### config.mk
export PLATFORM = sky130hd
export DESIGN_NAME = real_fft8_halfcomplex_kernel_unit_flat
export DESIGN_NICKNAME = d
export VERILOG_FILES = /design/src/rtl/rfft8hc_pkg.sv /design/src/rtl/rfft8hc_if.sv /design/src/rtl/real_fft8_halfcomplex_kernel_unit.sv /design/src/flat_wrapper.sv
export VERILOG_INCLUDE_DIRS = /design/src /design/src/rtl
export SDC_FILE = /design/constraint.sdc
export NUM_CORES = 2
export LEC_CHECK = 0
export BUFFER_PORTS_ARGS = -buffer_cell sky130_fd_sc_hd__clkbuf_2
export CAP_MARGIN = 20
export CELL_PAD_IN_SITES_DETAIL_PLACEMENT = 0
export CELL_PAD_IN_SITES_GLOBAL_PLACEMENT = 1
export CORE_MARGIN = 2
export CORE_UTILIZATION = 31
export DETAILED_ROUTE_END_ITERATION = 12
export GPL_ROUTABILITY_DRIVEN = 0
export PLACE_DENSITY = 0.66
export SLEW_MARGIN = 20
export SYNTH_ARGS = -nofsm -noshare
export SYNTH_HDL_FRONTEND = slang
export SYNTH_SLANG_ARGS = --single-unit
### constraint.sdc
create_clock -name i_clk -period 13.6 [get_ports i_clk]
set_input_delay 0.68 -clock i_clk [delete_from_list [all_inputs] [get_ports i_clk]]
set_output_delay 0.68 -clock i_clk [all_outputs]
set_load 0.01 [all_outputs]
### src/rtl/real_fft8_halfcomplex_kernel_unit_defines.svh
// assertion macros for the eight-point real fft kernel
`ifndef REAL_FFT8_HALFCOMPLEX_KERNEL_UNIT_DEFINES_SVH
`define REAL_FFT8_HALFCOMPLEX_KERNEL_UNIT_DEFINES_SVH

// same-cycle implication, checked out of reset
`define RFFT_ASSERT_NOW(lbl, clk, rst_n, ante, cons, msg) \
    lbl: assert property (@(posedge clk) disable iff (!rst_n) (ante) |-> (cons)) \
        else $error(msg);

// next-cycle implication, checked out of reset
`define RFFT_ASSERT_NEXT(lbl, clk, rst_n, ante, cons, msg) \
    lbl: assert property (@(posedge clk) disable iff (!rst_n) (ante) |=> (cons)) \
        else $error(msg);

`endif

### src/rtl/rfft8hc_pkg.sv
// shared constants and types for the eight-point real fft kernel
package rfft8hc_pkg;

    localparam int SAMPLE_WIDTH  = 16;
    localparam int OUT_GROWTH    = 3;
    localparam int NPOINTS       = 8;
    localparam int COEF_WIDTH    = 18;
    localparam int FRAC_BITS     = 16;
    localparam int ROUND_BIAS    = 32768;
    localparam int INV_SQRT2_Q16 = 46341;
    localparam int SQRT2_Q16     = 92682;

    typedef enum logic {
        DIR_FORWARD  = 1'b0,
        DIR_BACKWARD = 1'b1
    } t_direction;

endpackage

### src/rtl/rfft8hc_if.sv
// valid/ready channel interfaces for samples, results and configuration
interface rfft8hc_in_if #(
    parameter int SAMPLE_WIDTH = rfft8hc_pkg::SAMPLE_WIDTH
);
    logic                           valid;
    logic                           ready;
    logic signed [SAMPLE_WIDTH-1:0] x0;
    logic signed [SAMPLE_WIDTH-1:0] x1;
    logic signed [SAMPLE_WIDTH-1:0] x2;
    logic signed [SAMPLE_WIDTH-1:0] x3;
    logic signed [SAMPLE_WIDTH-1:0] x4;
    logic signed [SAMPLE_WIDTH-1:0] x5;
    logic signed [SAMPLE_WIDTH-1:0] x6;
    logic signed [SAMPLE_WIDTH-1:0] x7;
    logic                           last_in;

    modport source (output valid, x0, x1, x2, x3, x4, x5, x6, x7, last_in, input ready);
    modport sink   (input valid, x0, x1, x2, x3, x4, x5, x6, x7, last_in, output ready);
endinterface

interface rfft8hc_out_if #(
    parameter int SAMPLE_WIDTH = rfft8hc_pkg::SAMPLE_WIDTH
);
    localparam int OW = SAMPLE_WIDTH + rfft8hc_pkg::OUT_GROWTH;

    logic                 valid;
    logic                 ready;
    logic signed [OW-1:0] y0;
    logic signed [OW-1:0] y1;
    logic signed [OW-1:0] y2;
    logic signed [OW-1:0] y3;
    logic signed [OW-1:0] y4;
    logic signed [OW-1:0] y5;
    logic signed [OW-1:0] y6;
    logic signed [OW-1:0] y7;
    logic                 last_out;

    modport source (output valid, y0, y1, y2, y3, y4, y5, y6, y7, last_out, input ready);
    modport sink   (input valid, y0, y1, y2, y3, y4, y5, y6, y7, last_out, output ready);
endinterface

interface rfft8hc_cfg_if;
    logic valid;
    logic ready;
    logic direction;

    modport source (output valid, direction, input ready);
    modport sink   (input valid, direction, output ready);
endinterface

### src/rtl/real_fft8_halfcomplex_kernel_unit.sv
// eight-point real fft kernel, forward r2hc or backward hc2r, fixed point
// each input item passes the input register, then the result register, before its transfer
// throughput: one group of eight samples per cycle while the result side is ready, the
// whole transform being one combinational pass between the input and result registers
// reset: both pipeline valid flags clear and direction returns to forward
// configuration is always ready and takes effect on the next cycle
module real_fft8_halfcomplex_kernel_unit #(
    parameter int SAMPLE_WIDTH = rfft8hc_pkg::SAMPLE_WIDTH
) (
    input  logic           i_clk,
    input  logic           i_rst_n,
    rfft8hc_in_if.sink     i_smp,
    rfft8hc_out_if.source  o_res,
    rfft8hc_cfg_if.sink    i_cfg
);
    `include "real_fft8_halfcomplex_kernel_unit_defines.svh"

    localparam int NP = rfft8hc_pkg::NPOINTS;
    localparam int OW = SAMPLE_WIDTH + rfft8hc_pkg::OUT_GROWTH;
    localparam int W  = OW + 1;
    localparam int CW = rfft8hc_pkg::COEF_WIDTH;
    localparam int PW = W + CW;

    // input stage
    logic                           r_in_valid;
    logic                           r_last;
    logic signed [SAMPLE_WIDTH-1:0] r_x [NP];

    // result stage
    logic                           r_out_valid;
    logic                           r_last_out;
    logic signed [OW-1:0]           r_y [NP];
    logic signed [OW-1:0]           n_y [NP];

    rfft8hc_pkg::t_direction        r_direction;

    logic                           w_adv;
    logic                           w_out_free;
    logic signed [W-1:0]            w_x [NP];
    logic signed [W-1:0]            w_y [NP];
    logic signed [CW-1:0]           w_coef;
    logic signed [W-1:0]            w_ma;
    logic signed [W-1:0]            w_mb;
    logic signed [PW-1:0]           w_pa;
    logic signed [PW-1:0]           w_pb;
    logic signed [W-1:0]            w_p;
    logic signed [W-1:0]            w_q;

    assign w_out_free  = !r_out_valid || o_res.ready;
    assign w_adv       = r_in_valid && w_out_free;
    assign i_smp.ready = !r_in_valid || w_out_free;
    assign i_cfg.ready = 1'b1;

    always_ff @(posedge i_clk) begin
        if (!i_rst_n) begin
            r_direction <= rfft8hc_pkg::DIR_FORWARD;
        end else if (i_cfg.valid) begin
            r_direction <= rfft8hc_pkg::t_direction'(i_cfg.direction);
        end
    end

    always_ff @(posedge i_clk) begin
        if (!i_rst_n) begin
            r_in_valid <= 1'b0;
        end else if (i_smp.ready) begin
            r_in_valid <= i_smp.valid;
        end
    end

    always_ff @(posedge i_clk) begin
        if (i_smp.valid && i_smp.ready) begin
            r_x[0] <= i_smp.x0;
            r_x[1] <= i_smp.x1;
            r_x[2] <= i_smp.x2;
            r_x[3] <= i_smp.x3;
            r_x[4] <= i_smp.x4;
            r_x[5] <= i_smp.x5;
            r_x[6] <= i_smp.x6;
            r_x[7] <= i_smp.x7;
            r_last <= i_smp.last_in;
        end
    end

    always_comb begin
        for (int i = 0; i < NP; i++) begin
            w_x[i] = W'(r_x[i]);
        end
    end

    // two shared constant multipliers, operands picked by direction
    always_comb begin
        case (r_direction)
            rfft8hc_pkg::DIR_FORWARD: begin
                w_coef = CW'(rfft8hc_pkg::INV_SQRT2_Q16);
                w_ma   = w_x[3] - w_x[7];
                w_mb   = w_x[3] + w_x[7];
            end
            rfft8hc_pkg::DIR_BACKWARD: begin
                w_coef = CW'(rfft8hc_pkg::SQRT2_Q16);
                w_ma   = w_x[1] - w_x[5];
                w_mb   = w_x[2] + w_x[6];
            end
            default: begin
                w_coef = CW'(rfft8hc_pkg::INV_SQRT2_Q16);
                w_ma   = w_x[3] - w_x[7];
                w_mb   = w_x[3] + w_x[7];
            end
        endcase
    end

    // round half up: floor((c*v + half) / 2^16)
    assign w_pa = PW'(w_coef) * PW'(w_ma) + PW'(rfft8hc_pkg::ROUND_BIAS);
    assign w_pb = PW'(w_coef) * PW'(w_mb) + PW'(rfft8hc_pkg::ROUND_BIAS);
    assign w_p  = W'(w_pa >>> rfft8hc_pkg::FRAC_BITS);
    assign w_q  = W'(w_pb >>> rfft8hc_pkg::FRAC_BITS);

    always_comb begin
        case (r_direction)
            rfft8hc_pkg::DIR_FORWARD: begin
                w_y[0] = w_x[0] + w_x[4] + w_x[2] + w_x[6];
                w_y[1] = w_x[1] + w_p;
                w_y[2] = -w_x[5] - w_q;
                w_y[3] = w_x[0] - w_x[4];
                w_y[4] = w_x[6] - w_x[2];
                w_y[5] = w_x[1] - w_p;
                w_y[6] = w_x[5] - w_q;
                w_y[7] = w_x[0] + w_x[4] - w_x[2] - w_x[6];
            end
            rfft8hc_pkg::DIR_BACKWARD: begin
                w_y[0] = w_x[0] + w_x[7] + (w_x[3] <<< 1);
                w_y[1] = (w_x[1] + w_x[5]) <<< 1;
                w_y[2] = w_x[0] - w_x[7] - (w_x[4] <<< 1);
                w_y[3] = w_p - w_q;
                w_y[4] = w_x[0] + w_x[7] - (w_x[3] <<< 1);
                w_y[5] = (w_x[6] - w_x[2]) <<< 1;
                w_y[6] = w_x[0] - w_x[7] + (w_x[4] <<< 1);
                w_y[7] = -w_p - w_q;
            end
            default: begin
                for (int i = 0; i < NP; i++) begin
                    w_y[i] = '0;
                end
            end
        endcase
    end

    // saturate to the output range when the top two bits disagree
    always_comb begin
        for (int i = 0; i < NP; i++) begin
            if (w_y[i][W-1] != w_y[i][W-2]) begin
                n_y[i] = {w_y[i][W-1], {(OW-1){~w_y[i][W-1]}}};
            end else begin
                n_y[i] = w_y[i][OW-1:0];
            end
        end
    end

    always_ff @(posedge i_clk) begin
        if (!i_rst_n) begin
            r_out_valid <= 1'b0;
        end else if (w_out_free) begin
            r_out_valid <= r_in_valid;
        end
    end

    always_ff @(posedge i_clk) begin
        if (w_adv) begin
            r_y        <= n_y;
            r_last_out <= r_last;
        end
    end

    assign o_res.valid    = r_out_valid;
    assign o_res.y0       = r_y[0];
    assign o_res.y1       = r_y[1];
    assign o_res.y2       = r_y[2];
    assign o_res.y3       = r_y[3];
    assign o_res.y4       = r_y[4];
    assign o_res.y5       = r_y[5];
    assign o_res.y6       = r_y[6];
    assign o_res.y7       = r_y[7];
    assign o_res.last_out = r_last_out;

    `RFFT_ASSERT_NEXT(a_in_capture, i_clk, i_rst_n, i_smp.valid && i_smp.ready, r_in_valid,
        "input transfer did not fill the input stage")
    `RFFT_ASSERT_NEXT(a_in_hold, i_clk, i_rst_n, r_in_valid && !w_out_free, r_in_valid,
        "input stage dropped an item while the result stage was full")
    `RFFT_ASSERT_NEXT(a_out_fill, i_clk, i_rst_n, w_adv, o_res.valid,
        "advanced item did not reach the result stage")
    `RFFT_ASSERT_NEXT(a_last_follow, i_clk, i_rst_n, w_adv, o_res.last_out == $past(r_last),
        "last flag lost between stages")
    `RFFT_ASSERT_NOW(a_ready_path, i_clk, i_rst_n, r_in_valid && o_res.valid && !o_res.ready,
        !i_smp.ready, "input accepted while both stages were full")

endmodule
### src/flat_wrapper.sv
// flat-port wrapper written by rule: the top's interface ports become plain ports
module real_fft8_halfcomplex_kernel_unit_flat 
#(
    parameter int SAMPLE_WIDTH = rfft8hc_pkg::SAMPLE_WIDTH
)
  (i_clk, i_rst_n, i_smp_valid, i_smp_x0, i_smp_x1, i_smp_x2, i_smp_x3, i_smp_x4, i_smp_x5, i_smp_x6, i_smp_x7, i_smp_last_in, i_smp_ready, o_res_valid, o_res_y0, o_res_y1, o_res_y2, o_res_y3, o_res_y4, o_res_y5, o_res_y6, o_res_y7, o_res_last_out, o_res_ready, i_cfg_valid, i_cfg_direction, i_cfg_ready);
  rfft8hc_in_if #(.SAMPLE_WIDTH(SAMPLE_WIDTH)) i_smp_i ();
  rfft8hc_out_if #(.SAMPLE_WIDTH(SAMPLE_WIDTH)) o_res_i ();
  rfft8hc_cfg_if i_cfg_i ();
  input  logic i_clk;
  input  logic i_rst_n;
  input wire logic [$bits(i_smp_i.valid)-1:0] i_smp_valid;
  input wire logic [$bits(i_smp_i.x0)-1:0] i_smp_x0;
  input wire logic [$bits(i_smp_i.x1)-1:0] i_smp_x1;
  input wire logic [$bits(i_smp_i.x2)-1:0] i_smp_x2;
  input wire logic [$bits(i_smp_i.x3)-1:0] i_smp_x3;
  input wire logic [$bits(i_smp_i.x4)-1:0] i_smp_x4;
  input wire logic [$bits(i_smp_i.x5)-1:0] i_smp_x5;
  input wire logic [$bits(i_smp_i.x6)-1:0] i_smp_x6;
  input wire logic [$bits(i_smp_i.x7)-1:0] i_smp_x7;
  input wire logic [$bits(i_smp_i.last_in)-1:0] i_smp_last_in;
  output wire logic [$bits(i_smp_i.ready)-1:0] i_smp_ready;
  output wire logic [$bits(o_res_i.valid)-1:0] o_res_valid;
  output wire logic [$bits(o_res_i.y0)-1:0] o_res_y0;
  output wire logic [$bits(o_res_i.y1)-1:0] o_res_y1;
  output wire logic [$bits(o_res_i.y2)-1:0] o_res_y2;
  output wire logic [$bits(o_res_i.y3)-1:0] o_res_y3;
  output wire logic [$bits(o_res_i.y4)-1:0] o_res_y4;
  output wire logic [$bits(o_res_i.y5)-1:0] o_res_y5;
  output wire logic [$bits(o_res_i.y6)-1:0] o_res_y6;
  output wire logic [$bits(o_res_i.y7)-1:0] o_res_y7;
  output wire logic [$bits(o_res_i.last_out)-1:0] o_res_last_out;
  input wire logic [$bits(o_res_i.ready)-1:0] o_res_ready;
  input wire logic [$bits(i_cfg_i.valid)-1:0] i_cfg_valid;
  input wire logic [$bits(i_cfg_i.direction)-1:0] i_cfg_direction;
  output wire logic [$bits(i_cfg_i.ready)-1:0] i_cfg_ready;
  assign i_smp_i.valid = i_smp_valid;
  assign i_smp_i.x0 = i_smp_x0;
  assign i_smp_i.x1 = i_smp_x1;
  assign i_smp_i.x2 = i_smp_x2;
  assign i_smp_i.x3 = i_smp_x3;
  assign i_smp_i.x4 = i_smp_x4;
  assign i_smp_i.x5 = i_smp_x5;
  assign i_smp_i.x6 = i_smp_x6;
  assign i_smp_i.x7 = i_smp_x7;
  assign i_smp_i.last_in = i_smp_last_in;
  assign i_smp_ready = i_smp_i.ready;
  assign o_res_valid = o_res_i.valid;
  assign o_res_y0 = o_res_i.y0;
  assign o_res_y1 = o_res_i.y1;
  assign o_res_y2 = o_res_i.y2;
  assign o_res_y3 = o_res_i.y3;
  assign o_res_y4 = o_res_i.y4;
  assign o_res_y5 = o_res_i.y5;
  assign o_res_y6 = o_res_i.y6;
  assign o_res_y7 = o_res_i.y7;
  assign o_res_last_out = o_res_i.last_out;
  assign o_res_i.ready = o_res_ready;
  assign i_cfg_i.valid = i_cfg_valid;
  assign i_cfg_i.direction = i_cfg_direction;
  assign i_cfg_ready = i_cfg_i.ready;
  real_fft8_halfcomplex_kernel_unit #(.SAMPLE_WIDTH(SAMPLE_WIDTH)) u_core (.i_clk(i_clk), .i_rst_n(i_rst_n), .i_smp(i_smp_i), .o_res(o_res_i), .i_cfg(i_cfg_i));
endmodule
==> results.md <==
- The clock passes through at most 3 buffers.
- The floorplan step defined a die boundary enclosing around 140,000 um2.
- Setup violations remaining at the end of the flow were counted as 0.
- The largest stage delay on the critical path is 0.55 ns.
- The max-cap violation count is 0.
- The vertical extent of the die is between 300 and 400 um.
- Of the cells placed in the final design, the portion with a size suffix greater than 1 is a little over a tenth.
- For this block, the initial DRC count from the detailed router was between 2,000 and 3,000.
- After synthesis, the netlist uses ~100 different library cells.
- The met3 wire length is between 8 and 9 mm.
- The cell with the biggest individual delay on the critical path is sky130_fd_sc_hd__fa_1.
- Sequential cells were found to cover 19.6% of the synthesized design area.
- The post-synthesis register bit count is roughly 280.
- The count of cells resized by post-cts repair is 0.
- The uppermost layer routed is met5.
- The post-synthesis cell area is approximately 43,000 um2.
- The floorplan has 137 rows.
- In this run the number of H-tree levels came out at 2.
- Global routing consumed, over all layers together, 21.4% of the routing resources.
- The predominant post-synthesis flop cell is sky130_fd_sc_hd__edfxtp_1.
- The launch instance of the worst min-delay path is i_smp_x5[14].
- The post-synthesis cell type with the largest combined area is sky130_fd_sc_hd__ha_1.
- The transition time of the tightest slew-check pin is 1.07 ns.
- Of all nets on the critical path, the largest fanout is 15.
- Dividing the final minimum period by the clock period gives 95.4%.
- The synthesized design devotes to its leading area cell type 20.9% of total area.
- The clock skew is 0.0381 ns.
- In the final routed layout, each cell accounts on average for 22.2 um.
- The data required time at the worst endpoint is 13.95 ns.
- The number of clock buffers inserted by TritonCTS is 40.
- The critical path in this run is classified as reg2reg.
- The number of I/O pins is slightly below 300.
- The clock-pin transition on the worst setup and hold timing paths is 0.06 ns.
- Clock latency on the worst-skew pair, taken at its later pin, is just over 0.6 ns.
- The count of placed standard cells including taps is 6,878.
- The area growth from synthesis to layout is 11.7%.
- The startpoint identified for the worst register-to-register timing path is u_core.r_x[1][18]$_DFFE_PP_.
- Once the floorplan was initialized, standard cells occupied just over 30% of the core.
- After detailed routing, the number of vias per cell comes to 4.95.
- The half-perimeter wire length after placement is 132 mm.
- The relative max-transition margin is 27.9%.
- After global routing the overflow that remains totals 0.
- The worst setup path is launched from a flop.
- During placement, the flow inserted port buffers numbering 289.
- The yosys synthesis warning count is 0.
- The number of post-CTS setup repair buffers is 0.
- The number of global-route vias before repair is roughly 34,000.
- Before antenna repair, the detailed router went through 5 iterations.
- The tree is rooted in a sky130_fd_sc_hd__clkbuf_16.
- In the synthesized netlist, the cells that appear most often are sky130_fd_sc_hd__inv_1, sky130_fd_sc_hd__ha_1, sky130_fd_sc_hd__nor2_1.
- The total vias in the final route is roughly 34,000.
- The cell depth of the worst hold path is 1.
- The die is between 300 and 400 um wide.
- Entering global routing, the biggest net connects between 80 and 90 pins.
- The post-synthesis async set-or-reset flop share is 0%.
- The flow ran to the end, and the final reports show no timing, DRC or antenna violations.
- The detailed-route wire length on metal 1 is 69.1 mm.
- For this block, the routed nets add up to 154 mm of wire.
- After clock tree synthesis, the flow added hold-fix buffers numbering 0.
- The first-pass GRT wire length is between 200 and 250 mm.
- The number of max-slew violations in the final report is 0.
- The worst hold path belongs to the class in2reg.
- The data arrival time of the critical path is 13.33 ns.
- STA classifies the critical path endpoint as a flop.
- TritonCTS built the clock tree.
- For this run, the post-layout net count is 6,238.
- In this run the worst setup path terminates at u_core.o_res.y5[12]$_DFFE_PP_.
- The post-layout instance count excluding filler cells is 6,952.
- In the routed design, unresolved DRC markers number 0.
- The reg-to-reg setup timing slack is 0.62 ns.
- In this run the critical register-to-register path is captured at u_core.o_res.y5[12]$_DFFE_PP_.
- The number of cells on the worst reg-to-reg path is 50.
- In this run the remaining antenna-violating nets after routing total 0.
- The maximum operating frequency is 0.0770 GHz.
- Hold timing on the final database bottoms out at a slack of between 0.2 and 0.25 ns.
- The average footprint of a synthesized cell is 9.04 um2.
- By instance count, the leading cell after synthesis is sky130_fd_sc_hd__inv_1.
- Subtracting the final worst setup slack from the clock period gives 12.98 ns.
- The share of the core filled with cells is between 30% and 40%.
- The number of enable flip-flop cells after synthesis is between 200 and 300.
- In the detailed route, the total length drawn on met2 is just under 70 mm.
- The area of the core is 139,000 um2.
- The cell type with the highest occurrence count on the critical path is sky130_fd_sc_hd__inv_1.
- The first element of the critical path is u_core.r_x[1][18]$_DFFE_PP_.
- The clock net in this run drives a total of 284 sinks.
- Yosys attributes the largest share of cell area to sky130_fd_sc_hd__ha_1, sky130_fd_sc_hd__edfxtp_1, sky130_fd_sc_hd__fa_1, sky130_fd_sc_hd__inv_1, sky130_fd_sc_hd__xnor2_1.
- The number of antenna violations at the first check in global routing is 6.
- The hold violation count in the final report is 0.
- Synthesis produced 4,793 cells.
[layout by cell type, fill, tap and decap left out, types with 96 or more instances in the layout]
cell                       count
sky130_fd_sc_hd__clkbuf_2    289
sky130_fd_sc_hd__inv_1       833
sky130_fd_sc_hd__fa_1        334
sky130_fd_sc_hd__edfxtp_1    281
sky130_fd_sc_hd__ha_1        725
sky130_fd_sc_hd__a21oi_1     328
sky130_fd_sc_hd__nand2_1     210
sky130_fd_sc_hd__o21bai_1     96
sky130_fd_sc_hd__nor2_1      350
sky130_fd_sc_hd__o21ai_0     248
sky130_fd_sc_hd__xnor2_1     226
[state kept, by name (all words and copies together), names as in the netlist]
signal / flops
u_core.o_res.valid: 1
u_core.r_x: 128
u_core.o_res.y1: 19
u_core.r_last: 1
u_core.o_res.y0: 19
u_core.r_in_valid: 1
u_core.o_res.y3: 19
u_core.o_res.y6: 19
u_core.o_res.y5: 19
u_core.o_res.y7: 19
u_core.o_res.y2: 19
u_core.o_res.y4: 18
u_core.o_res.last_out: 1
u_core.r_direction: 1
[per-stage QoR]
step | setup slack (ns) | instance area (um2) | TNS, ns
6_report | 0.621 | 48400 | 0
5_1_grt | -0.0132 | 48400 | -0.0651
4_1_cts | 0.579 | 48400 | 0
3_5_place_dp | 0.657 | 47100 | 0
3_3_place_gp | 0.726 | 47100 | 0
2_1_floorplan | 2.89 | 43500 | 0
[cell type report]
| class | count | area [um2] |
|---|---|---|
| fillers | 14518 | 90800 |
| multi-input cells | 3541 | 31300 |
| flip-flops and latches | 284 | 8500 |
| inverters | 836 | 3140 |
| well taps | 1876 | 2350 |
| repair buffers | 341 | 1850 |
| clock buffers | 47 | 1050 |
| clock inverters | 25 | 258 |
| diodes | 2 | 5.00 |
[kinds of logic after synthesis]
| group | share of synthesized area (%) |
|---|---|
| AO/OA/AOI/OAI | 16.6 |
| adder cells (fa/ha/maj) | 37.1 |
| buffers and inverters | 8.91 |
| AND/OR/NAND/NOR | 10.4 |
| XOR/XNOR | 6.91 |
| flip-flops | 19.6 |
| multiplexers | 0.468 |
| other | 0.0173 |
[how the worst min path moves through the flow]
stage	to	slack (ns)
after floorplan	u_core.o_res.last_out$_DFFE_PP_	0.40
after global placement	u_core.o_res.last_out$_DFFE_PP_	0.40
after detailed placement	u_core.o_res.last_out$_DFFE_PP_	0.41
after CTS	u_core.r_x[1][30]$_DFFE_PP_	0.18
after global routing	u_core.r_x[1][30]$_DFFE_PP_	0.21
final	u_core.r_x[1][30]$_DFFE_PP_	0.24
[routing by layer]
layer	global-route usage [%]	vias to the layer above
li1	-	16579
met5	0	-
met4	9.46	6
met3	2.58	172
met1	29.1	16685
met2	34.1	957
[worst max-delay path, delay by kind of cell (launching register included)]
| kind | cells | cell delay (ns) |
|---|---|---|
| AO/OA/AOI/OAI | 21 | 5.04 |
| adder cells (fa/ha/maj) | 9 | 3.68 |
| AND/OR/NAND/NOR | 10 | 1.86 |
| buffers and inverters | 8 | 1.00 |
| XOR/XNOR | 2 | 0.69 |
| flip-flops | 1 | 0.45 |
Power is not shown: default switching activity piles up to over one toggle a cycle in this logic, so the estimate is an artifact.
